File: src/sv/stdds_pkg.sv
// ----------------------------------------------------------------------------
// Stereo triangle DDS package
// Shared sizes, derived constants, register indexes and the control
// structures passed between the top level, the lanes and their dividers.
// ----------------------------------------------------------------------------
package stdds_pkg;

    localparam int TABLE_ENTRIES = 256;

    localparam int INC_W     = 24;
    localparam int SMP_W     = 16;
    localparam int CFG_IDX_W = 8;

    // A remainder below TABLE_ENTRIES, and that remainder with one more bit.
    localparam int IDX_W = $clog2(TABLE_ENTRIES);
    localparam int REM_W = IDX_W + 1;

    // Twice the phase span divided by the table size is always 2^17.
    localparam int Q_W = 17;

    // Dividend of the increment division: twice the increment.
    localparam int DVD_W = INC_W + 1;

    // Reciprocal of the table size, exact for every dividend below 2^DVD_W.
    localparam int RECIP_SHIFT = DVD_W + IDX_W;
    localparam int RECIP_W     = DVD_W + 1;
    localparam logic [RECIP_W-1:0] RECIP =
        RECIP_W'(((longint'(1) << RECIP_SHIFT) + longint'(TABLE_ENTRIES) - 1)
                 / longint'(TABLE_ENTRIES));

    localparam logic [REM_W-1:0] N_VAL = REM_W'(TABLE_ENTRIES);

    // Boundaries on twice the phase, kept as quotient and remainder by N.
    localparam longint FALL_BOUND = longint'(131072) * longint'((TABLE_ENTRIES + 1) / 2);
    localparam longint FLAT_BOUND = longint'(65536) * longint'(TABLE_ENTRIES - 1);

    localparam logic [Q_W-1:0]   FALL_Q = Q_W'(FALL_BOUND / TABLE_ENTRIES);
    localparam logic [IDX_W-1:0] FALL_R = IDX_W'(FALL_BOUND % TABLE_ENTRIES);
    localparam logic [Q_W-1:0]   FLAT_Q = Q_W'(FLAT_BOUND / TABLE_ENTRIES);
    localparam logic [IDX_W-1:0] FLAT_R = IDX_W'(FLAT_BOUND % TABLE_ENTRIES);

    localparam bit ODD_SIZE = (TABLE_ENTRIES % 2) == 1;

    // Output of the level segment at the peak of an odd-sized table.
    localparam logic signed [SMP_W-1:0] FLAT_LEVEL = SMP_W'(32767 - 65536 / TABLE_ENTRIES);

    localparam logic [CFG_IDX_W-1:0] REG_LEFT_INC  = CFG_IDX_W'(0);
    localparam logic [CFG_IDX_W-1:0] REG_RIGHT_INC = CFG_IDX_W'(1);

    typedef struct packed {
        logic             step;
        logic             restart;
        logic             cfg_wr;
        logic [INC_W-1:0] cfg_data;
    } t_lane_ctl;

    typedef struct packed {
        logic             busy;
        logic [Q_W-1:0]   quo;
        logic [IDX_W-1:0] rem;
    } t_inc_step;

endpackage

File: src/sv/stdds_smp_in_if.sv
// ----------------------------------------------------------------------------
// Sample tick request channel
// Carries the restart and buffer-end marks of one sample tick.
// ----------------------------------------------------------------------------
interface stdds_smp_in_if import stdds_pkg::*; ();

    logic valid;
    logic ready;
    logic restart;
    logic block_last;

    modport source (output valid, output restart, output block_last, input ready);
    modport sink (input valid, input restart, input block_last, output ready);

endinterface

File: src/sv/stdds_smp_out_if.sv
// ----------------------------------------------------------------------------
// Sample pair result channel
// Carries one left and right sample and the buffer-end mark.
// ----------------------------------------------------------------------------
interface stdds_smp_out_if import stdds_pkg::*; ();

    logic                    valid;
    logic                    ready;
    logic signed [SMP_W-1:0] left_sample;
    logic signed [SMP_W-1:0] right_sample;
    logic                    buffer_done;

    modport source (output valid, output left_sample, output right_sample,
                    output buffer_done, input ready);
    modport sink (input valid, input left_sample, input right_sample,
                  input buffer_done, output ready);

endinterface

File: src/sv/stdds_cfg_if.sv
// ----------------------------------------------------------------------------
// Configuration write channel
// Carries a register index and the data written to it.
// ----------------------------------------------------------------------------
interface stdds_cfg_if import stdds_pkg::*; ();

    logic                 valid;
    logic                 ready;
    logic [CFG_IDX_W-1:0] index;
    logic [INC_W-1:0]     data;

    modport source (output valid, output index, output data, input ready);
    modport sink (input valid, input index, input data, output ready);

endinterface

File: src/sv/stdds_inc_div.sv
// ----------------------------------------------------------------------------
// Increment divider
// Splits twice a phase increment into quotient and remainder by the table
// size with a reciprocal multiplication: first the quotient, then the
// remainder. The quotient is kept modulo 2^17.
// ----------------------------------------------------------------------------
module stdds_inc_div import stdds_pkg::*; (
    input  logic             i_clk,
    input  logic             i_rst_n,
    input  logic             i_start,
    input  logic [INC_W-1:0] i_inc,
    output t_inc_step        o_step
);

    localparam int PROD_W = DVD_W + RECIP_W;

    logic             r_busy;
    logic             r_ph;
    logic [DVD_W-1:0] r_dvd;
    logic [IDX_W-1:0] r_rem;
    logic [Q_W-1:0]   r_quo;

    logic [PROD_W-1:0] prod;
    logic [Q_W-1:0]    n_quo;
    logic [IDX_W-1:0]  n_rem;

    // The remainder only needs the low bits of the quotient, since it is
    // known to lie below the table size.
    always_comb begin
        prod  = PROD_W'(r_dvd) * PROD_W'(RECIP);
        n_quo = Q_W'(prod >> RECIP_SHIFT);
        n_rem = r_dvd[IDX_W-1:0] - IDX_W'(r_quo[IDX_W-1:0] * N_VAL);
    end

    always_ff @(posedge i_clk) begin
        if (!i_rst_n) begin
            r_busy <= 1'b0;
            r_ph   <= 1'b0;
            r_rem  <= '0;
            r_quo  <= '0;
        end else if (i_start) begin
            r_busy <= 1'b1;
            r_ph   <= 1'b0;
        end else if (r_busy) begin
            if (!r_ph) begin
                r_quo <= n_quo;
                r_ph  <= 1'b1;
            end else begin
                r_rem  <= n_rem;
                r_ph   <= 1'b0;
                r_busy <= 1'b0;
            end
        end
    end

    always_ff @(posedge i_clk) begin
        if (i_start) begin
            r_dvd <= {i_inc, 1'b0};
        end
    end

    assign o_step = '{busy: r_busy, quo: r_quo, rem: r_rem};

endmodule

File: src/sv/stdds_lane.sv
// ----------------------------------------------------------------------------
// Channel lane
// Phase accumulator and triangle interpolation of one channel. The phase is
// held as twice its value divided by the table size (quotient and remainder),
// from which the interpolated, truncated sample follows with adds only.
// ----------------------------------------------------------------------------
module stdds_lane import stdds_pkg::*; (
    input  logic                    i_clk,
    input  logic                    i_rst_n,
    input  t_lane_ctl               i_ctl,
    output logic                    o_busy,
    output logic signed [SMP_W-1:0] o_sample
);

    localparam int V_W = Q_W + 2;

    localparam logic signed [V_W-1:0] HALF_SCALE = V_W'(32768);
    localparam logic signed [V_W-1:0] FALL_OFS   = V_W'(98304);
    localparam logic signed [V_W-1:0] SAT_HI     = V_W'(32767);
    localparam logic signed [V_W-1:0] SAT_LO     = V_W'(-32768);

    t_inc_step inc;

    stdds_inc_div u_div (
        .i_clk   (i_clk),
        .i_rst_n (i_rst_n),
        .i_start (i_ctl.cfg_wr),
        .i_inc   (i_ctl.cfg_data),
        .o_step  (inc)
    );

    logic [Q_W-1:0]   r_q;
    logic [IDX_W-1:0] r_r;

    logic [Q_W-1:0]   base_q;
    logic [IDX_W-1:0] base_r;
    logic [REM_W-1:0] sum_r;
    logic             carry;
    logic [Q_W-1:0]   n_q;
    logic [IDX_W-1:0] n_r;

    always_comb begin
        base_q = i_ctl.restart ? '0 : r_q;
        base_r = i_ctl.restart ? '0 : r_r;
        sum_r  = {1'b0, base_r} + {1'b0, inc.rem};
        carry  = sum_r >= N_VAL;
        n_r    = carry ? IDX_W'(sum_r - N_VAL) : sum_r[IDX_W-1:0];
        n_q    = base_q + inc.quo + Q_W'(carry);
    end

    always_ff @(posedge i_clk) begin
        if (!i_rst_n) begin
            r_q <= '0;
            r_r <= '0;
        end else if (i_ctl.step) begin
            r_q <= n_q;
            r_r <= n_r;
        end
    end

    logic                  at_fall;
    logic                  at_flat;
    logic                  frac_nz;
    logic signed [V_W-1:0] q_s;
    logic signed [V_W-1:0] rise;
    logic signed [V_W-1:0] fall_base;
    logic signed [V_W-1:0] fall;
    logic signed [V_W-1:0] level;

    // The rising part is 2P/N - 32768 and the falling part 98304 - 2P/N; a
    // nonzero remainder moves the truncated result one step toward zero.
    always_comb begin
        at_fall   = (r_q > FALL_Q) || ((r_q == FALL_Q) && (r_r >= FALL_R));
        at_flat   = (r_q > FLAT_Q) || ((r_q == FLAT_Q) && (r_r >= FLAT_R));
        frac_nz   = r_r != '0;
        q_s       = signed'({2'b00, r_q});
        rise      = q_s - HALF_SCALE + V_W'((q_s < HALF_SCALE) && frac_nz);
        fall_base = FALL_OFS - q_s;
        fall      = fall_base - V_W'((fall_base > 0) && frac_nz);
        if (ODD_SIZE && at_flat && !at_fall) begin
            level = V_W'(FLAT_LEVEL);
        end else if (at_fall) begin
            level = fall;
        end else begin
            level = rise;
        end
        if (level > SAT_HI) begin
            o_sample = SMP_W'(SAT_HI);
        end else if (level < SAT_LO) begin
            o_sample = SMP_W'(SAT_LO);
        end else begin
            o_sample = level[SMP_W-1:0];
        end
    end

    assign o_busy = inc.busy;

    a_rem_below_size: assert property (@(posedge i_clk) disable iff (!i_rst_n)
        {1'b0, r_r} < N_VAL)
        else $error("lane phase remainder reached the table size");

endmodule

File: src/sv/stereo_triangle_dds.sv
// ----------------------------------------------------------------------------
// Stereo triangle DDS
// Two-channel triangle-wave synthesizer with linear interpolation.
// ----------------------------------------------------------------------------
// Each accepted tick request advances the left and right phase accumulators
// by their programmed Q8.16 increments and presents the resulting pair of
// signed 16-bit samples from the output register after the lane phase
// registers; a skid register holds one more pair while the output waits. A
// new tick is taken every cycle unless a divider is busy or the lane stage
// and skid register are both full. A write to an increment register starts
// that lane's divider by the table size, a reciprocal multiplication
// (quotient, then remainder); meanwhile no tick or register write is taken.
module stereo_triangle_dds import stdds_pkg::*; (
    input  logic            i_clk,
    input  logic            i_rst_n,
    stdds_smp_in_if.sink    i_smp,
    stdds_smp_out_if.source o_smp,
    stdds_cfg_if.sink       i_cfg
);

    typedef struct packed {
        logic signed [SMP_W-1:0] left;
        logic signed [SMP_W-1:0] right;
        logic                    done;
    } t_result;

    logic busy_l;
    logic busy_r;
    logic any_busy;
    logic smp_acc;
    logic cfg_acc;
    logic move;
    logic out_take;

    t_lane_ctl               ctl_l;
    t_lane_ctl               ctl_r;
    logic signed [SMP_W-1:0] smp_l;
    logic signed [SMP_W-1:0] smp_r;

    logic    r_v1;
    logic    r_last1;
    logic    r_m_vld;
    logic    r_s_vld;
    t_result r_main;
    t_result r_skid;
    t_result res_new;

    assign any_busy    = busy_l | busy_r;
    assign i_cfg.ready = !any_busy;
    assign i_smp.ready = !any_busy && (!r_v1 || !r_s_vld);
    assign smp_acc     = i_smp.valid && i_smp.ready;
    assign cfg_acc     = i_cfg.valid && i_cfg.ready;
    assign move        = r_v1 && !r_s_vld;
    assign out_take    = r_m_vld && o_smp.ready;

    assign ctl_l = '{step: smp_acc, restart: i_smp.restart,
                     cfg_wr: cfg_acc && (i_cfg.index == REG_LEFT_INC),
                     cfg_data: i_cfg.data};
    assign ctl_r = '{step: smp_acc, restart: i_smp.restart,
                     cfg_wr: cfg_acc && (i_cfg.index == REG_RIGHT_INC),
                     cfg_data: i_cfg.data};

    stdds_lane u_lane_l (
        .i_clk    (i_clk),
        .i_rst_n  (i_rst_n),
        .i_ctl    (ctl_l),
        .o_busy   (busy_l),
        .o_sample (smp_l)
    );

    stdds_lane u_lane_r (
        .i_clk    (i_clk),
        .i_rst_n  (i_rst_n),
        .i_ctl    (ctl_r),
        .o_busy   (busy_r),
        .o_sample (smp_r)
    );

    assign res_new = '{left: smp_l, right: smp_r, done: r_last1};

    always_ff @(posedge i_clk) begin
        if (!i_rst_n) begin
            r_v1    <= 1'b0;
            r_m_vld <= 1'b0;
            r_s_vld <= 1'b0;
        end else begin
            if (smp_acc) begin
                r_v1 <= 1'b1;
            end else if (move) begin
                r_v1 <= 1'b0;
            end
            if (out_take) begin
                if (r_s_vld) begin
                    r_s_vld <= 1'b0;
                end else begin
                    r_m_vld <= move;
                end
            end else if (!r_m_vld) begin
                r_m_vld <= move;
            end else if (move) begin
                r_s_vld <= 1'b1;
            end
        end
    end

    // The lane states are the first stage; the pair is merged here into the
    // output register, or into the skid register when the output is held.
    always_ff @(posedge i_clk) begin
        if (smp_acc) begin
            r_last1 <= i_smp.block_last;
        end
        if (out_take) begin
            if (r_s_vld) begin
                r_main <= r_skid;
            end else if (move) begin
                r_main <= res_new;
            end
        end else if (!r_m_vld) begin
            if (move) begin
                r_main <= res_new;
            end
        end else if (move) begin
            r_skid <= res_new;
        end
    end

    assign o_smp.valid        = r_m_vld;
    assign o_smp.left_sample  = r_main.left;
    assign o_smp.right_sample = r_main.right;
    assign o_smp.buffer_done  = r_main.done;

    a_skid_needs_main: assert property (@(posedge i_clk) disable iff (!i_rst_n)
        r_s_vld |-> r_m_vld)
        else $error("skid register holds a pair while the output register is empty");

    a_move_lands: assert property (@(posedge i_clk) disable iff (!i_rst_n)
        move |=> r_m_vld)
        else $error("pair left the lane stage but no result is presented");

    a_skid_holds: assert property (@(posedge i_clk) disable iff (!i_rst_n)
        (r_s_vld && !out_take) |=> (r_s_vld && $stable(r_skid)))
        else $error("skid register changed while the output was held");

    a_write_starts_div: assert property (@(posedge i_clk) disable iff (!i_rst_n)
        (cfg_acc && ((i_cfg.index == REG_LEFT_INC) || (i_cfg.index == REG_RIGHT_INC)))
        |=> any_busy)
        else $error("increment write did not start the divider");

endmodule

File: src/flat_wrapper.sv
// flat-port wrapper written by rule: the top's interface ports become plain ports
module stereo_triangle_dds_flat import stdds_pkg::*;
  (i_clk, i_rst_n, i_smp_valid, i_smp_restart, i_smp_block_last, i_smp_ready, o_smp_valid, o_smp_left_sample, o_smp_right_sample, o_smp_buffer_done, o_smp_ready, i_cfg_valid, i_cfg_index, i_cfg_data, i_cfg_ready);
  stdds_smp_in_if i_smp_i ();
  stdds_smp_out_if o_smp_i ();
  stdds_cfg_if i_cfg_i ();
  input  logic i_clk;
  input  logic i_rst_n;
  input wire logic [$bits(i_smp_i.valid)-1:0] i_smp_valid;
  input wire logic [$bits(i_smp_i.restart)-1:0] i_smp_restart;
  input wire logic [$bits(i_smp_i.block_last)-1:0] i_smp_block_last;
  output wire logic [$bits(i_smp_i.ready)-1:0] i_smp_ready;
  output wire logic [$bits(o_smp_i.valid)-1:0] o_smp_valid;
  output wire logic [$bits(o_smp_i.left_sample)-1:0] o_smp_left_sample;
  output wire logic [$bits(o_smp_i.right_sample)-1:0] o_smp_right_sample;
  output wire logic [$bits(o_smp_i.buffer_done)-1:0] o_smp_buffer_done;
  input wire logic [$bits(o_smp_i.ready)-1:0] o_smp_ready;
  input wire logic [$bits(i_cfg_i.valid)-1:0] i_cfg_valid;
  input wire logic [$bits(i_cfg_i.index)-1:0] i_cfg_index;
  input wire logic [$bits(i_cfg_i.data)-1:0] i_cfg_data;
  output wire logic [$bits(i_cfg_i.ready)-1:0] i_cfg_ready;
  assign i_smp_i.valid = i_smp_valid;
  assign i_smp_i.restart = i_smp_restart;
  assign i_smp_i.block_last = i_smp_block_last;
  assign i_smp_ready = i_smp_i.ready;
  assign o_smp_valid = o_smp_i.valid;
  assign o_smp_left_sample = o_smp_i.left_sample;
  assign o_smp_right_sample = o_smp_i.right_sample;
  assign o_smp_buffer_done = o_smp_i.buffer_done;
  assign o_smp_i.ready = o_smp_ready;
  assign i_cfg_i.valid = i_cfg_valid;
  assign i_cfg_i.index = i_cfg_index;
  assign i_cfg_i.data = i_cfg_data;
  assign i_cfg_ready = i_cfg_i.ready;
  stereo_triangle_dds u_core (.i_clk(i_clk), .i_rst_n(i_rst_n), .i_smp(i_smp_i), .o_smp(o_smp_i), .i_cfg(i_cfg_i));
endmodule
File: config.mk
export PLATFORM = sky130hd
export DESIGN_NAME = stereo_triangle_dds_flat
export DESIGN_NICKNAME = d
export VERILOG_FILES = /design/src/sv/stdds_pkg.sv /design/src/sv/stdds_smp_in_if.sv /design/src/sv/stdds_smp_out_if.sv /design/src/sv/stdds_cfg_if.sv /design/src/sv/stdds_inc_div.sv /design/src/sv/stdds_lane.sv /design/src/sv/stereo_triangle_dds.sv /design/src/flat_wrapper.sv
export SDC_FILE = /design/constraint.sdc
export NUM_CORES = 1
export LEC_CHECK = 0
export BUFFER_PORTS_ARGS = -buffer_cell sky130_fd_sc_hd__buf_2
export CORE_ASPECT_RATIO = 1.4
export CORE_MARGIN = 2
export CORE_UTILIZATION = 63
export DETAILED_ROUTE_END_ITERATION = 6
export GPL_TIMING_DRIVEN = 0
export HOLD_SLACK_MARGIN = 0.02
export PLACE_DENSITY = 0.82
export SYNTH_ARGS = -nofsm -noshare
export SYNTH_HDL_FRONTEND = slang
export SYNTH_HIERARCHICAL = 1
export SYNTH_SLANG_ARGS = --single-unit
export TNS_END_PERCENT = 100
File: constraint.sdc
create_clock -name i_clk -period 6.3 [get_ports i_clk]
set_input_delay 0.63 -clock i_clk [delete_from_list [all_inputs] [get_ports i_clk]]
set_output_delay 0.63 -clock i_clk [all_outputs]
set_load 0.02 [all_outputs]
==> run summary, run 1 <==
The flow ran to the end, and the final reports show no timing, DRC or antenna violations. The standard cell with the maximum stage delay on the critical path is sky130_fd_sc_hd__or4b_2. The total global routing overflow came out at 0. The remaining routing DRC violations came out at 0. The worst-case clock buffer depth is 3. The number of register bits inferred by synthesis came out at 220. The pin count of the biggest net entering global routing is 36.

Detailed placement ended at an HPWL of 25700 um. The post-route clock period utilization came out at 95.8%. The number of top-level pins is 75. The post-synth net total is 1639. For the worst-skew pair, the clock arrives at the later sink with an insertion delay of 0.52 ns. Of all flip-flops after synthesis, the portion carrying an async set or reset was 0%. TritonCTS built the clock tree. After clock tree synthesis, the clock-pin slew on the worst setup and hold paths is 0.06 ns. The critical path goes through inv_1, ha_4, or4b_2, or4_1, and3_1, o22a_1, nand2_1, nor2_1, a211oi_1, ha_1, nand2b_1, a211o_1, a222oi_1, buf_4, o21ai_2, o311ai_4, o221ai_4, buf_6, nor4_1, o22ai_1, mux2i_1, o21ai_1. Detailed routing inserted a total of 11552 vias. The number of standard cells in the final layout excluding fillers came out at 1946. The chip width is 131 um. The floorplan die area came out at 0.0238 mm^2. The number of enable flip-flop cells after synthesis came out at 115.

The number of buffers and inverters on the critical path came out at 3. For this configuration, the core starts out at a cell density of 63.6%. The endpoint required time on the critical path came out at 6.56 ns.

After the last flow step, the layout net total stands at 1740. The global-route wire length before repair came out at 54900 um. The weighted congestion reported at the end of routability-driven placement is 0.907. The synthesized design spends more area on one cell type than any other, namely sky130_fd_sc_hd__edfxtp_1.

In this run the tool buffered the top-level ports with 74 buffer cells. Sorting the synthesized cells by area gives the leading types as sky130_fd_sc_hd__edfxtp_1 (24%), sky130_fd_sc_hd__dfxtp_1 (15%), sky130_fd_sc_hd__mux2i_1 (7.5%), sky130_fd_sc_hd__ha_1 (5.8%), sky130_fd_sc_hd__nand2_1 (5.6%). Across the run, the number of max-cap violations was 0. The largest vdd supply drop is 0.233 mV. The number of global-route vias before repair came out at 11220. The leakage power came out at 6.57 nW.

Summing all multi-input logic gate instances after layout gives 0.00801 mm^2. The floorplan row count came out at 65. The total of fill cells in the finished design is 1687. The actual transition at the worst max-transition pin came out at 0.931 ns. The min-delay analysis places its worst path in the category in2reg. For this run, the slowest stage of the critical path takes 0.70 ns.

The achievable frequency came out at 0.166 GHz. By count the netlist is led by sky130_fd_sc_hd__nand2_1 (211), sky130_fd_sc_hd__edfxtp_1 (115), sky130_fd_sc_hd__mux2i_1 (106). The total chip power is 3.38 mW. The number of different library cells in the post-synthesis netlist came out at 97.

The finished cells cover 0.0159 mm^2. In this run, CTS created clock tree buffers numbering 22. The number of diodes added for antenna fixing is 0. The number of routed nets with antenna violations came out at 0. The sequential share of the synthesized area is 39.1%.

For the final database, setup skew stands at 0.0136 ns. The routed length per instance came out at 17.5 um. The fraction of synthesized cell area taken by the top area cell type is 24.3%.

The critical path in this run is classified as reg2reg. Broken down by cell family, the worst path's largest delay share belongs to simple AND/OR/NAND/NOR gates. Summing all placed instances gives a cell area of 0.0150 mm^2.

The power density relative to cell area came out at 213 mW/mm^2. STA classifies the critical path startpoint as a flop. In the final layout, flip-flops and latches occupy 0.00556 mm^2. The tree is rooted in a sky130_fd_sc_hd__clkbuf_16. The aggregate routed wire length is 34000 um. The cell count of the worst hold path came out at 1. For this run, the total global-route usage over all layers was measured as 28.6%. The Yosys warning count came out at 6.

The worst path needs 6.03 ns of the cycle, external delays included. The data arrival time of the worst path is 6.29 ns. The average instance area after synthesis is 9.30 um^2. Synthesis produced a netlist whose cell count is 1528. STA classifies the critical path endpoint as a flop. By instance count, the leading cell after synthesis is sky130_fd_sc_hd__nand2_1. For this run, the leading register cell type out of synthesis is sky130_fd_sc_hd__edfxtp_1. Setup violations remaining at the end of the flow were counted as 0.

The utilization after layout is 71.0%. The die height came out at 182 um. The total stage count of the critical path is 22. The number of vias per cell after detailed routing came out at 5.94. The number of antenna violations at the first check in global routing is 0. The area growth from synthesis to layout is 11.7%. The headroom to the max-slew limit is 37.8%. The H-tree level count came out at 1.

The worst reg-to-reg path cell count is 22. After floorplanning, the core was sized to cover 0.0224 mm^2. Of the cells placed in the final design, the portion with a size suffix greater than 1 is 12.0%. The total number of clock tree sinks is 220.

The final max-slew violation count is 0. The violation count after the first detailed-route iteration came out at 626. The largest driver fanout on the critical path came out at 10.

The detailed-router iteration count before antenna repair is 5. The instance count after placement with tap cells included came out at 1905. The count of endpoints failing hold in the final timing report came out at 0. The post-synth design cell area came out at 0.0142 mm^2.

The worst hold margin came out at 0.291 ns.
-- cell type report --
| type | count | share of cell area (%) |
|---|---|---|
| timing repair buffer | 78 | 2.62 |
| multi-input combinational | 1162 | 50.4 |
| buffer | 98 | 3.55 |
| clock buffer | 30 | 3.98 |
| clock inverter | 10 | 0.969 |
| tap | 301 | 2.37 |
| sequential | 220 | 35.0 |
| inverter | 47 | 1.11 |
-- flip-flops by register name, summed over array words and instances, names as in the netlist, 16 cells and up --
register and flops:
u_core/o_smp.left_sample 16, u_core/o_smp.right_sample 16, u_core/r_skid 33, u_core/u_lane_l/r_q 17
u_core/u_lane_l/u_div/r_dvd 24, u_core/u_lane_l/u_div/r_quo 17, u_core/u_lane_r/r_q 17, u_core/u_lane_r/u_div/r_dvd 24
u_core/u_lane_r/u_div/r_quo 17
-- cells in the final DEF (no fill, tap or decap), types with 13 or more instances in the layout --
master / instances
sky130_fd_sc_hd__clkbuf_1: 61
sky130_fd_sc_hd__a21oi_1: 61
sky130_fd_sc_hd__o21ai_1: 31
sky130_fd_sc_hd__and3_1: 13
sky130_fd_sc_hd__a21o_1: 19
sky130_fd_sc_hd__dfxtp_1: 105
sky130_fd_sc_hd__nor4_1: 24
sky130_fd_sc_hd__nand2b_1: 13
sky130_fd_sc_hd__inv_1: 44
sky130_fd_sc_hd__nor2b_1: 81
sky130_fd_sc_hd__nor2_1: 68
sky130_fd_sc_hd__buf_2: 89
sky130_fd_sc_hd__xnor2_1: 45
sky130_fd_sc_hd__or3_1: 18
sky130_fd_sc_hd__nor3_1: 35
sky130_fd_sc_hd__nand4_1: 15
sky130_fd_sc_hd__clkbuf_16: 23
sky130_fd_sc_hd__mux2i_1: 106
sky130_fd_sc_hd__edfxtp_1: 115
sky130_fd_sc_hd__o21ai_0: 58
sky130_fd_sc_hd__nand3_1: 29
sky130_fd_sc_hd__o21a_1: 22
sky130_fd_sc_hd__ha_1: 65
sky130_fd_sc_hd__o211ai_1: 14
sky130_fd_sc_hd__nand2_1: 211
sky130_fd_sc_hd__xor2_1: 33
-- cell families (layout without fill, tap and decap cells) --
kind of cell               count (synthesis)  after routing  synth area share [%]
buffers and inverters                    146            263                  5.23
other                                      2              2                0.0528
DFF                                      220            220                  39.1
and+or+nand+nor                          571            571                  20.5
muxes                                    106            106                  7.46
adders and majority gates                 72             72                  6.65
AOI/OAI and AO/OA                        333            333                  16.2
xor gates and xnor gates                  78             78                  4.81
-- stage by stage --
step / worst slack (ns) / TNS (ns)
5_1_grt: -0.0174 / -0.0174
2_1_floorplan: 0.772 / 0
3_3_place_gp: -0.159 / -0.693
3_5_place_dp: -0.184 / -0.818
4_1_cts: 0.184 / 0
6_report: 0.268 / 0
-- metal layers --
metal  wire [um]  part of all wire, %  up-vias  track usage, %
met1       13900                   41     5449            34.2
met5           0                    0        -               0
met3        1350                  4.0       74            3.06
met4        1130                  3.3        0            10.3
met2       17600                   52      302            52.1
li1            -                    -     5727               -
-- final timing paths --
kind	startpoint	slack [ns]	to
min	i_smp_block_last	0.29	u_core/r_last1
min reg2reg	u_core/u_lane_r/u_div/r_quo[11]	0.46	u_core/u_lane_r/u_div/r_quo[11]
max	u_core/u_lane_l/r_q[1]	0.27	u_core/o_smp.left_sample[13]
max reg2reg	u_core/u_lane_l/r_q[1]	0.27	u_core/o_smp.left_sample[13]
-- power by group --
part           internal [mW]  switching, mW  total (mW)
clock network          0.866          0.545        1.41
logic                  0.147          0.247       0.393
registers               1.55         0.0248        1.58
-- worst reg2reg max path, stage by stage (launching register included) --
cell and delay [ns]:
sky130_fd_sc_hd__dfxtp_1 0.40, sky130_fd_sc_hd__inv_1 0.16, sky130_fd_sc_hd__ha_4 0.21, sky130_fd_sc_hd__or4b_2 0.70, sky130_fd_sc_hd__or4_1 0.53, sky130_fd_sc_hd__and3_1 0.25, sky130_fd_sc_hd__o22a_1 0.24, sky130_fd_sc_hd__nand2_1 0.19
sky130_fd_sc_hd__nor2_1 0.10, sky130_fd_sc_hd__a211oi_1 0.20, sky130_fd_sc_hd__ha_1 0.23, sky130_fd_sc_hd__nand2b_1 0.09, sky130_fd_sc_hd__a211o_1 0.33, sky130_fd_sc_hd__a222oi_1 0.35, sky130_fd_sc_hd__buf_4 0.19, sky130_fd_sc_hd__o21ai_2 0.12
sky130_fd_sc_hd__o311ai_4 0.30, sky130_fd_sc_hd__o221ai_4 0.24, sky130_fd_sc_hd__buf_6 0.21, sky130_fd_sc_hd__nor4_1 0.31, sky130_fd_sc_hd__o22ai_1 0.18, sky130_fd_sc_hd__mux2i_1 0.16, sky130_fd_sc_hd__o21ai_1 0.08
-- repair_timing --
action,CTS,global route
resized for setup,1,9
pin swaps,1,1
setup endpoints to repair,16,36
hold buffers,0,0
setup buffers,2,0
No activity file was read; power rests on OpenSTA's default activity.
==> run 2: changes to the inputs <==
ABC_CLOCK_PERIOD_IN_PS = 6300   (was not set)
CORE_UTILIZATION = 50   (was 63)
PLACE_DENSITY = 0.67   (was 0.82)
==> run summary, run 2 (same netlist as run 1, synthesis figures left out) <==
The source of the critical timing path is u_core/u_lane_l/r_q[1] (unchanged). The global-route wire length before repair is 57300 um (was 54900 um). The floorplan die area is 0.0298 mm^2 (was 0.0238 mm^2).

The number of port buffers came out at 74 (unchanged). The flip-flop count of the largest register, all copies and words added is 33 (unchanged). The violation count after the first detailed-route iteration is 517 (was 626). The endpoint type of the worst setup path is a flop (unchanged). The worst reg2reg path startpoint is u_core/u_lane_l/r_q[1] (unchanged). The final worst clock skew is 0.0151 ns (was 0.0136 ns). The final cell area excluding filler cells came out at 0.0159 mm^2 (about the same). The endpoint required time on the critical path is 6.55 ns (was 6.56 ns).

The total number of clock tree sinks is 220 (unchanged). The max-cap check violation count was 0 (unchanged). The chip width came out at 147 um (was 131 um). The detailed-router iteration count before antenna repair is 5 (unchanged). The final max-slew violation count came to 0 (unchanged). The pin count of the biggest net entering global routing was 36 (unchanged). The CTS clock-pin slew for the worst setup and hold paths is 0.06 ns (about the same).

The HPWL after detailed placement is 27000 um (was 25700 um). The number of global-route vias before repair is 11254 (was 11220). The number of nets at the end of the flow is 1743 (was 1740). The quantity of hold-fixing buffers added after cts was 0 (unchanged). The area of placed instances is 0.0151 mm^2 (was 0.0150 mm^2). The achievable frequency is 0.169 GHz (was 0.166 GHz). The register containing the most flip-flops in the final layout is u_core/r_skid (unchanged).

The classification of the worst-slack hold path is in2reg (unchanged). The source-to-sink clock delay at the later pin of the worst-skew pair is 0.52 ns (about the same). The critical path class was reg2reg (unchanged). The headroom to the max-slew limit came out at 37.6% (was 37.8%). The post-route clock period utilization is 94.0% (was 95.8%). The worst hold margin came out at 0.292 ns (was 0.291 ns). The actual transition at the worst max-transition pin is 0.925 ns (was 0.931 ns).

The reg-to-reg critical path endpoint is u_core/o_smp.left_sample[1] (was u_core/o_smp.left_sample[13]). Largest registers: u_core/r_skid: 33 flops, u_core/u_lane_l/u_div/r_dvd: 24 flops, u_core/u_lane_r/u_div/r_dvd: 24 flops (unchanged). The layout cell share with drive strength beyond 1 is 12.0% (about the same). The power density relative to cell area is 207 mW/mm^2 (was 213 mW/mm^2). The number of vias per cell after detailed routing was 5.69 (was 5.94). The number of top-level pins came out at 75 (unchanged). Setup repair after global routing left no endpoint under its margin. The type of element launching the critical path is a flop (unchanged). The clock tree from TritonCTS was done (unchanged).

The area of the placeable core came to 0.0282 mm^2 (was 0.0224 mm^2). Commonest cells after routing, fill and taps aside: sky130_fd_sc_hd__nand2_1 (211), sky130_fd_sc_hd__edfxtp_1 (115), sky130_fd_sc_hd__mux2i_1 (106), sky130_fd_sc_hd__dfxtp_1 (105), sky130_fd_sc_hd__buf_2 (89) (unchanged). The number of antenna violations at the first check in global routing is 0 (unchanged). The routed length per instance is 17.4 um (was 17.5 um). The commonest non-fill, non-tap cell in the layout is sky130_fd_sc_hd__nand2_1 (unchanged).

The leakage power was 6.55 nW (was 6.57 nW). The effective utilization at floorplan is 50.4% (was 63.6%). Run status: finished, final reports clean (unchanged). The number of diodes added for antenna fixing is 0 (unchanged).

The die height is 204 um (was 182 um). The final count of negative-setup-slack endpoints came out at 0 (unchanged). The number of buffers inserted during clock tree synthesis is 23 (was 22). The count of endpoints failing hold in the final timing report came out at 0 (unchanged).

The total global routing overflow came to 0 (unchanged). The total global routing track utilization came out at 23.5% (was 28.6%). The area growth from synthesis to layout was 12.0% (was 11.7%). The time the worst path needs with I/O delays and setup came out at 5.92 ns (was 6.03 ns).

The largest vdd supply drop came out at 0.248 mV (was 0.233 mV). The aggregate routed wire length is 35200 um (was 34000 um). The H-tree level count came to 1 (unchanged). The floorplan row count came out at 73 (was 65). The data arrival time of the worst path came out at 6.17 ns (was 6.29 ns). The worst reg-to-reg path cell count was 22 (unchanged).

The last element of the critical path is u_core/o_smp.left_sample[1] (was u_core/o_smp.left_sample[13]). The largest driver fanout on the critical path is 9 (was 10). The number of routed nets with antenna violations is 0 (unchanged).

The buffer type at the clock tree root is sky130_fd_sc_hd__clkbuf_16 (unchanged). The remaining routing DRC violations is 0 (unchanged). The total of fill cells in the finished design came out at 2509 (was 1687). The overall via count from detail_route is 11519 (was 11552).

The worst-case clock buffer depth came out at 3 (unchanged). The register-to-register path setup slack is 0.38 ns (was 0.27 ns). The weighted congestion reported at the end of routability-driven placement was 0.934 (was 0.907).
## run 2: stage by stage
stage	setup WS, ns	power (mW)	TNS [ns]	util [%]	cells
6_report	0.376	3.30	0	56.4	2023
3_3_place_gp	-0.125	1.99	-0.725	53.3	1977
3_5_place_dp	-0.242	2.00	-2.32	53.5	1979
2_1_floorplan	0.772	1.87	0	-	1528
4_1_cts	0.0779	3.34	0	56.2	2022
5_1_grt	0.0156	3.43	0	56.4	2023
## run 2: area by class of cell
type | count | area (um^2) | share of cell area (%)
sequential | 220 | 5560 | 34.9
multi-input combinational | 1162 | 7990 | 50.2
timing repair buffer | 80 | 439 | 2.76
buffer | 98 | 563 | 3.54
inverter | 47 | 176 | 1.11
tap | 375 | 469 | 2.95
clock buffer | 32 | 619 | 3.89
clock inverter | 9 | 109 | 0.684
## run 2: worst min path at each step
stage,endpoint,start,cells after the start,slack (ns)
6_report,u_core/r_last1,i_smp_block_last,1,0.29
2_1_floorplan,u_core/r_skid[0],u_core/r_last1,0,0.43
3_3_place_gp,u_core/u_lane_l/u_div/r_quo[15],u_core/u_lane_l/u_div/r_quo[15],2,0.45
3_5_place_dp,u_core/r_skid[0],u_core/r_last1,0,0.45
5_1_grt,u_core/r_last1,i_smp_block_last,1,0.29
4_1_cts,u_core/r_last1,i_smp_block_last,1,0.27
## run 2: worst max-delay path: stages (launching register included)
cell,delay (ns)
sky130_fd_sc_hd__dfxtp_1,0.41
sky130_fd_sc_hd__inv_1,0.16
sky130_fd_sc_hd__ha_4,0.21
sky130_fd_sc_hd__or4b_2,0.71
sky130_fd_sc_hd__or4_4,0.48
sky130_fd_sc_hd__and3_1,0.23
sky130_fd_sc_hd__o22a_1,0.25
sky130_fd_sc_hd__nand2_1,0.17
sky130_fd_sc_hd__nor2_1,0.09
sky130_fd_sc_hd__a211oi_1,0.20
sky130_fd_sc_hd__ha_1,0.23
sky130_fd_sc_hd__nand2b_1,0.09
sky130_fd_sc_hd__a211o_1,0.33
sky130_fd_sc_hd__a222oi_1,0.37
sky130_fd_sc_hd__buf_4,0.19
sky130_fd_sc_hd__o21ai_2,0.11
sky130_fd_sc_hd__o311ai_2,0.33
sky130_fd_sc_hd__o221ai_4,0.21
sky130_fd_sc_hd__buf_4,0.19
sky130_fd_sc_hd__a31oi_4,0.24
sky130_fd_sc_hd__o21ai_0,0.21
sky130_fd_sc_hd__mux2i_1,0.17
sky130_fd_sc_hd__o21ai_1,0.07
## run 2: power breakdown
part	total (mW)	leakage, nW	internal (mW)	switching (mW)
clock network	1.33	0.349	0.773	0.558
registers	1.58	1.99	1.55	0.0242
logic	0.395	4.21	0.147	0.248
## run 2: routing by layer
metal | track usage (%) | share of wire, %
met1 | 27.9 | 41
met2 | 44.2 | 51
met3 | 2.04 | 3.9
met4 | 8.39 | 3.5
met5 | 0 | 0
## run 2: timing repair
| action | in CTS | in global routing |
|---|---|---|
| setup endpoints to repair | 23 | 37 |
| resized for setup | 1 | 8 |
| pin swaps | 1 | 1 |
| buffers inserted | 2 | 2 |
| endpoints found under the hold margin | 0 | 0 |
==> run 3: changes to the inputs <==
GPL_TIMING_DRIVEN = not set   (was 0)
==> run summary, run 3 (same netlist as run 1, synthesis figures left out) <==
The detailed-router iteration count before antenna repair came out at 5 (unchanged). The violation count after the first detailed-route iteration was 841 (was 517). The number of top-level pins is 75 (unchanged). The total of fill cells in the finished design came out at 2549 (was 2509). The switching fraction of total power was 25.4% (was 25.1%). The clock network fraction of design power came to 40.8% (was 40.3%). The classification of the worst-slack hold path is in2reg (unchanged). The number of routed nets with antenna violations came out at 0 (unchanged). The pin count of the biggest net entering global routing is 100 (was 36). The final cell area excluding filler cells is 0.0155 mm^2 (was 0.0159 mm^2). Commonest cells after routing, fill and taps aside: sky130_fd_sc_hd__nand2_1 (211), sky130_fd_sc_hd__edfxtp_1 (115), sky130_fd_sc_hd__mux2i_1 (106), sky130_fd_sc_hd__dfxtp_1 (105), sky130_fd_sc_hd__nor2b_1 (81) (was sky130_fd_sc_hd__nand2_1 (211), sky130_fd_sc_hd__edfxtp_1 (115), sky130_fd_sc_hd__mux2i_1 (106), sky130_fd_sc_hd__dfxtp_1 (105), sky130_fd_sc_hd__buf_2 (89)). The power share of the sequential group came out at 47.8% (about the same). The largest vdd supply drop was 0.239 mV (was 0.248 mV).

The headroom to the max-slew limit came out at 23.8% (was 37.6%). The number of standard cells in the final layout excluding fillers came out at 1949 (was 2023). The net load switching power was 840 uW (was 830 uW). The H-tree level count came out at 1 (unchanged). The number of buffers inserted during clock tree synthesis came out at 23 (unchanged).

The register containing the most flip-flops in the final layout is u_core/r_skid (unchanged). Largest registers: u_core/r_skid: 33 flops, u_core/u_lane_l/u_div/r_dvd: 24 flops, u_core/u_lane_r/u_div/r_dvd: 24 flops (unchanged). The number of diodes added for antenna fixing came out at 0 (unchanged). The count of endpoints failing hold in the final timing report came out at 0 (unchanged). The final count of negative-setup-slack endpoints is 0 (unchanged).

The HPWL after detailed placement is 24000 um (was 27000 um). The flip-flop count of the largest register, all copies and words added is 33 (unchanged). The largest driver fanout on the critical path is 9 (unchanged). The area of the placeable core came out at 0.0282 mm^2 (unchanged). The total global routing track utilization came out at 22.1% (was 23.5%).

The register-to-register path setup slack is 0.31 ns (was 0.38 ns). The actual transition at the worst max-transition pin is 1.14 ns (was 0.925 ns). The number of antenna violations at the first check in global routing is 0 (unchanged).

The instance count after placement with tap cells included is 1905 (was 1979). The CTS clock-pin slew for the worst setup and hold paths came out at 0.06 ns (about the same). The global-route wire length before repair came out at 54200 um (was 57300 um). The achievable frequency came out at 0.167 GHz (was 0.169 GHz). The die height came out at 204 um (unchanged).

The source-to-sink clock delay at the later pin of the worst-skew pair is 0.54 ns (was 0.52 ns). The area of placed instances came out at 0.0147 mm^2 (was 0.0151 mm^2). The type of element launching the critical path is a flop (unchanged). The overall via count from detail_route came out at 11081 (was 11519).

Run status: finished, final reports clean (unchanged). The area growth from synthesis to layout is 9.37% (was 12.0%). The endpoint required time on the critical path is 6.53 ns (was 6.55 ns). The final max-slew violation count came to 0 (unchanged). The remaining routing DRC violations is 0 (unchanged). The data arrival time of the worst path came out at 6.22 ns (was 6.17 ns). The cell-internal power was 2.47 mW (about the same).

The routed length per instance came out at 17.0 um (was 17.4 um). The area taken by flip-flops and latches is 0.00556 mm^2 (unchanged). The buffer type at the clock tree root is sky130_fd_sc_hd__clkbuf_16 (unchanged). The final worst clock skew is 0.0249 ns (was 0.0151 ns). The floorplan row count came out at 73 (unchanged). The critical path class was reg2reg (unchanged). The time the worst path needs with I/O delays and setup came out at 5.99 ns (was 5.92 ns). The effective utilization at floorplan came out at 50.4% (unchanged). The chip width came out at 147 um (unchanged). The weighted congestion reported at the end of routability-driven placement is 0.871 (was 0.934). The number of global-route vias before repair is 10668 (was 11254). The max-cap check violation count is 0 (unchanged). The layout cell share with drive strength beyond 1 is 11.9% (was 12.0%). The total global routing overflow came out at 0 (unchanged). Cells along the critical path: inv_1, ha_2, or4b_2, or4_1, and3_1, o22a_1, nand2_1, nor2_1, a211oi_2, ha_1, nand2b_1, a211o_1, a222oi_1, buf_4, o21ai_2, o311ai_4, o221ai_4, o41ai_1, o21ai_0, mux2i_1, o21ai_1 (was inv_1, ha_4, or4b_2, or4_4, and3_1, o22a_1, nand2_1, nor2_1, a211oi_1, ha_1, nand2b_1, a211o_1, a222oi_1, buf_4, o21ai_2, o311ai_2, o221ai_4, buf_4, a31oi_4, o21ai_0, mux2i_1, o21ai_1).

The largest stage delay on the critical path is 0.69 ns (was 0.71 ns). The worst-case clock buffer depth came out at 3 (unchanged). The combinational share of power was 11.3% (was 12.0%). The total negative slack for setup checks is 0 ns (unchanged). The worst hold margin was 0.287 ns (was 0.292 ns). The number of nets at the end of the flow came to 1668 (was 1743). The standard cell with the maximum stage delay on the critical path was sky130_fd_sc_hd__or4b_2 (unchanged). The floorplan die area came out at 0.0298 mm^2 (unchanged). The endpoint type of the worst setup path is a flop (unchanged). The leakage power is 6.37 nW (was 6.55 nW).

The area taken by multi-input logic gates was 0.00801 mm^2 (was 0.00799 mm^2). The number of port buffers is 74 (unchanged). The total number of clock tree sinks came out at 220 (unchanged). The quantity of hold-fixing buffers added after cts came out at 0 (unchanged). The power density relative to cell area came out at 213 mW/mm^2 (was 207 mW/mm^2).

The post-route clock period utilization is 95.0% (was 94.0%). The aggregate routed wire length is 33200 um (was 35200 um). The commonest non-fill, non-tap cell in the layout is sky130_fd_sc_hd__nand2_1 (unchanged). The number of vias per cell after detailed routing came out at 5.69 (about the same). The clock tree from TritonCTS is done (unchanged).
[run 3: cell count changes in the layout (fill, tap and decap cells not counted), moves of 2 or more]
| cell | previous run | this run |
|---|---|---|
| sky130_fd_sc_hd__buf_1 | 5 | 0 |
| sky130_fd_sc_hd__buf_12 | 6 | 0 |
| sky130_fd_sc_hd__buf_2 | 89 | 73 |
| sky130_fd_sc_hd__buf_4 | 13 | 29 |
| sky130_fd_sc_hd__buf_6 | 7 | 0 |
| sky130_fd_sc_hd__clkbuf_1 | 65 | 3 |
| sky130_fd_sc_hd__clkbuf_8 | 1 | 3 |
| sky130_fd_sc_hd__clkinvlp_4 | 2 | 5 |
[run 3: what timing repair did]
item                       4_1_cts  5_1_grt
setup buffers                    0        1
setup endpoints to repair        0       38
gates resized for setup          0        8
[run 3: final timing paths]
check / start / end / depth (start not counted)
worst max-delay path: u_core/u_lane_l/r_q[1] / u_core/o_smp.left_sample[9] / 21
worst min-delay path: i_cfg_data[0] / u_core/u_lane_r/u_div/r_dvd[1] / 1
worst max register to register: u_core/u_lane_l/r_q[1] / u_core/o_smp.left_sample[9] / 21
worst min register to register: u_core/r_last1 / u_core/r_skid[0] / 0
[run 3: cell type report]
cell class                 count  share of cell area [%]
clock buffer                  30                    4.20
clock inverter                12                   0.668
timing repair buffer         102                    3.75
sequential                   220                    35.7
inverter                      47                    1.13
multi-input combinational   1163                    51.5
tap                          375                    3.02
[run 3: power groups by stage]
stage,Sequential [mW],Clock (mW),Combinational (mW)
floorplan,1.65,0,0.225
finish,1.58,1.35,0.375
global placement,1.61,0,0.365
global route,1.59,1.43,0.409
CTS,1.58,1.39,0.371
detailed placement,1.61,0,0.370
[run 3: per-layer routing]
metal  GRT usage (%)  up-vias  wire length [um]
met3            2.30       44              1130
met1            27.2     5239             14400
met4            6.45        0               704
met5               0        -                 0
li1                -     5577                 -
met2            40.8      221             16900
[run 3: critical path: cells and delay by family, from the launching register on]
kind                     cells  cell delay (ns)
AND/OR/NAND/NOR              6             1.83
buffers and inverters        2             0.31
flip-flops                   1             0.39
AO/OA/AOI/OAI               10             2.49
adder cells (fa/ha/maj)      2             0.53
multiplexers                 1             0.15
[run 3: metrics by stage]
stage / util [%] / total power, mW / setup slack [ns]
after detailed placement: 52.1 / 1.99 / 0.165
after floorplan: - / 1.87 / 0.772
after global routing: 55.1 / 3.43 / -0.0481
after global placement: 52.1 / 1.98 / 0.323
after CTS: 54.8 / 3.34 / 0.140
final: 55.1 / 3.31 / 0.312
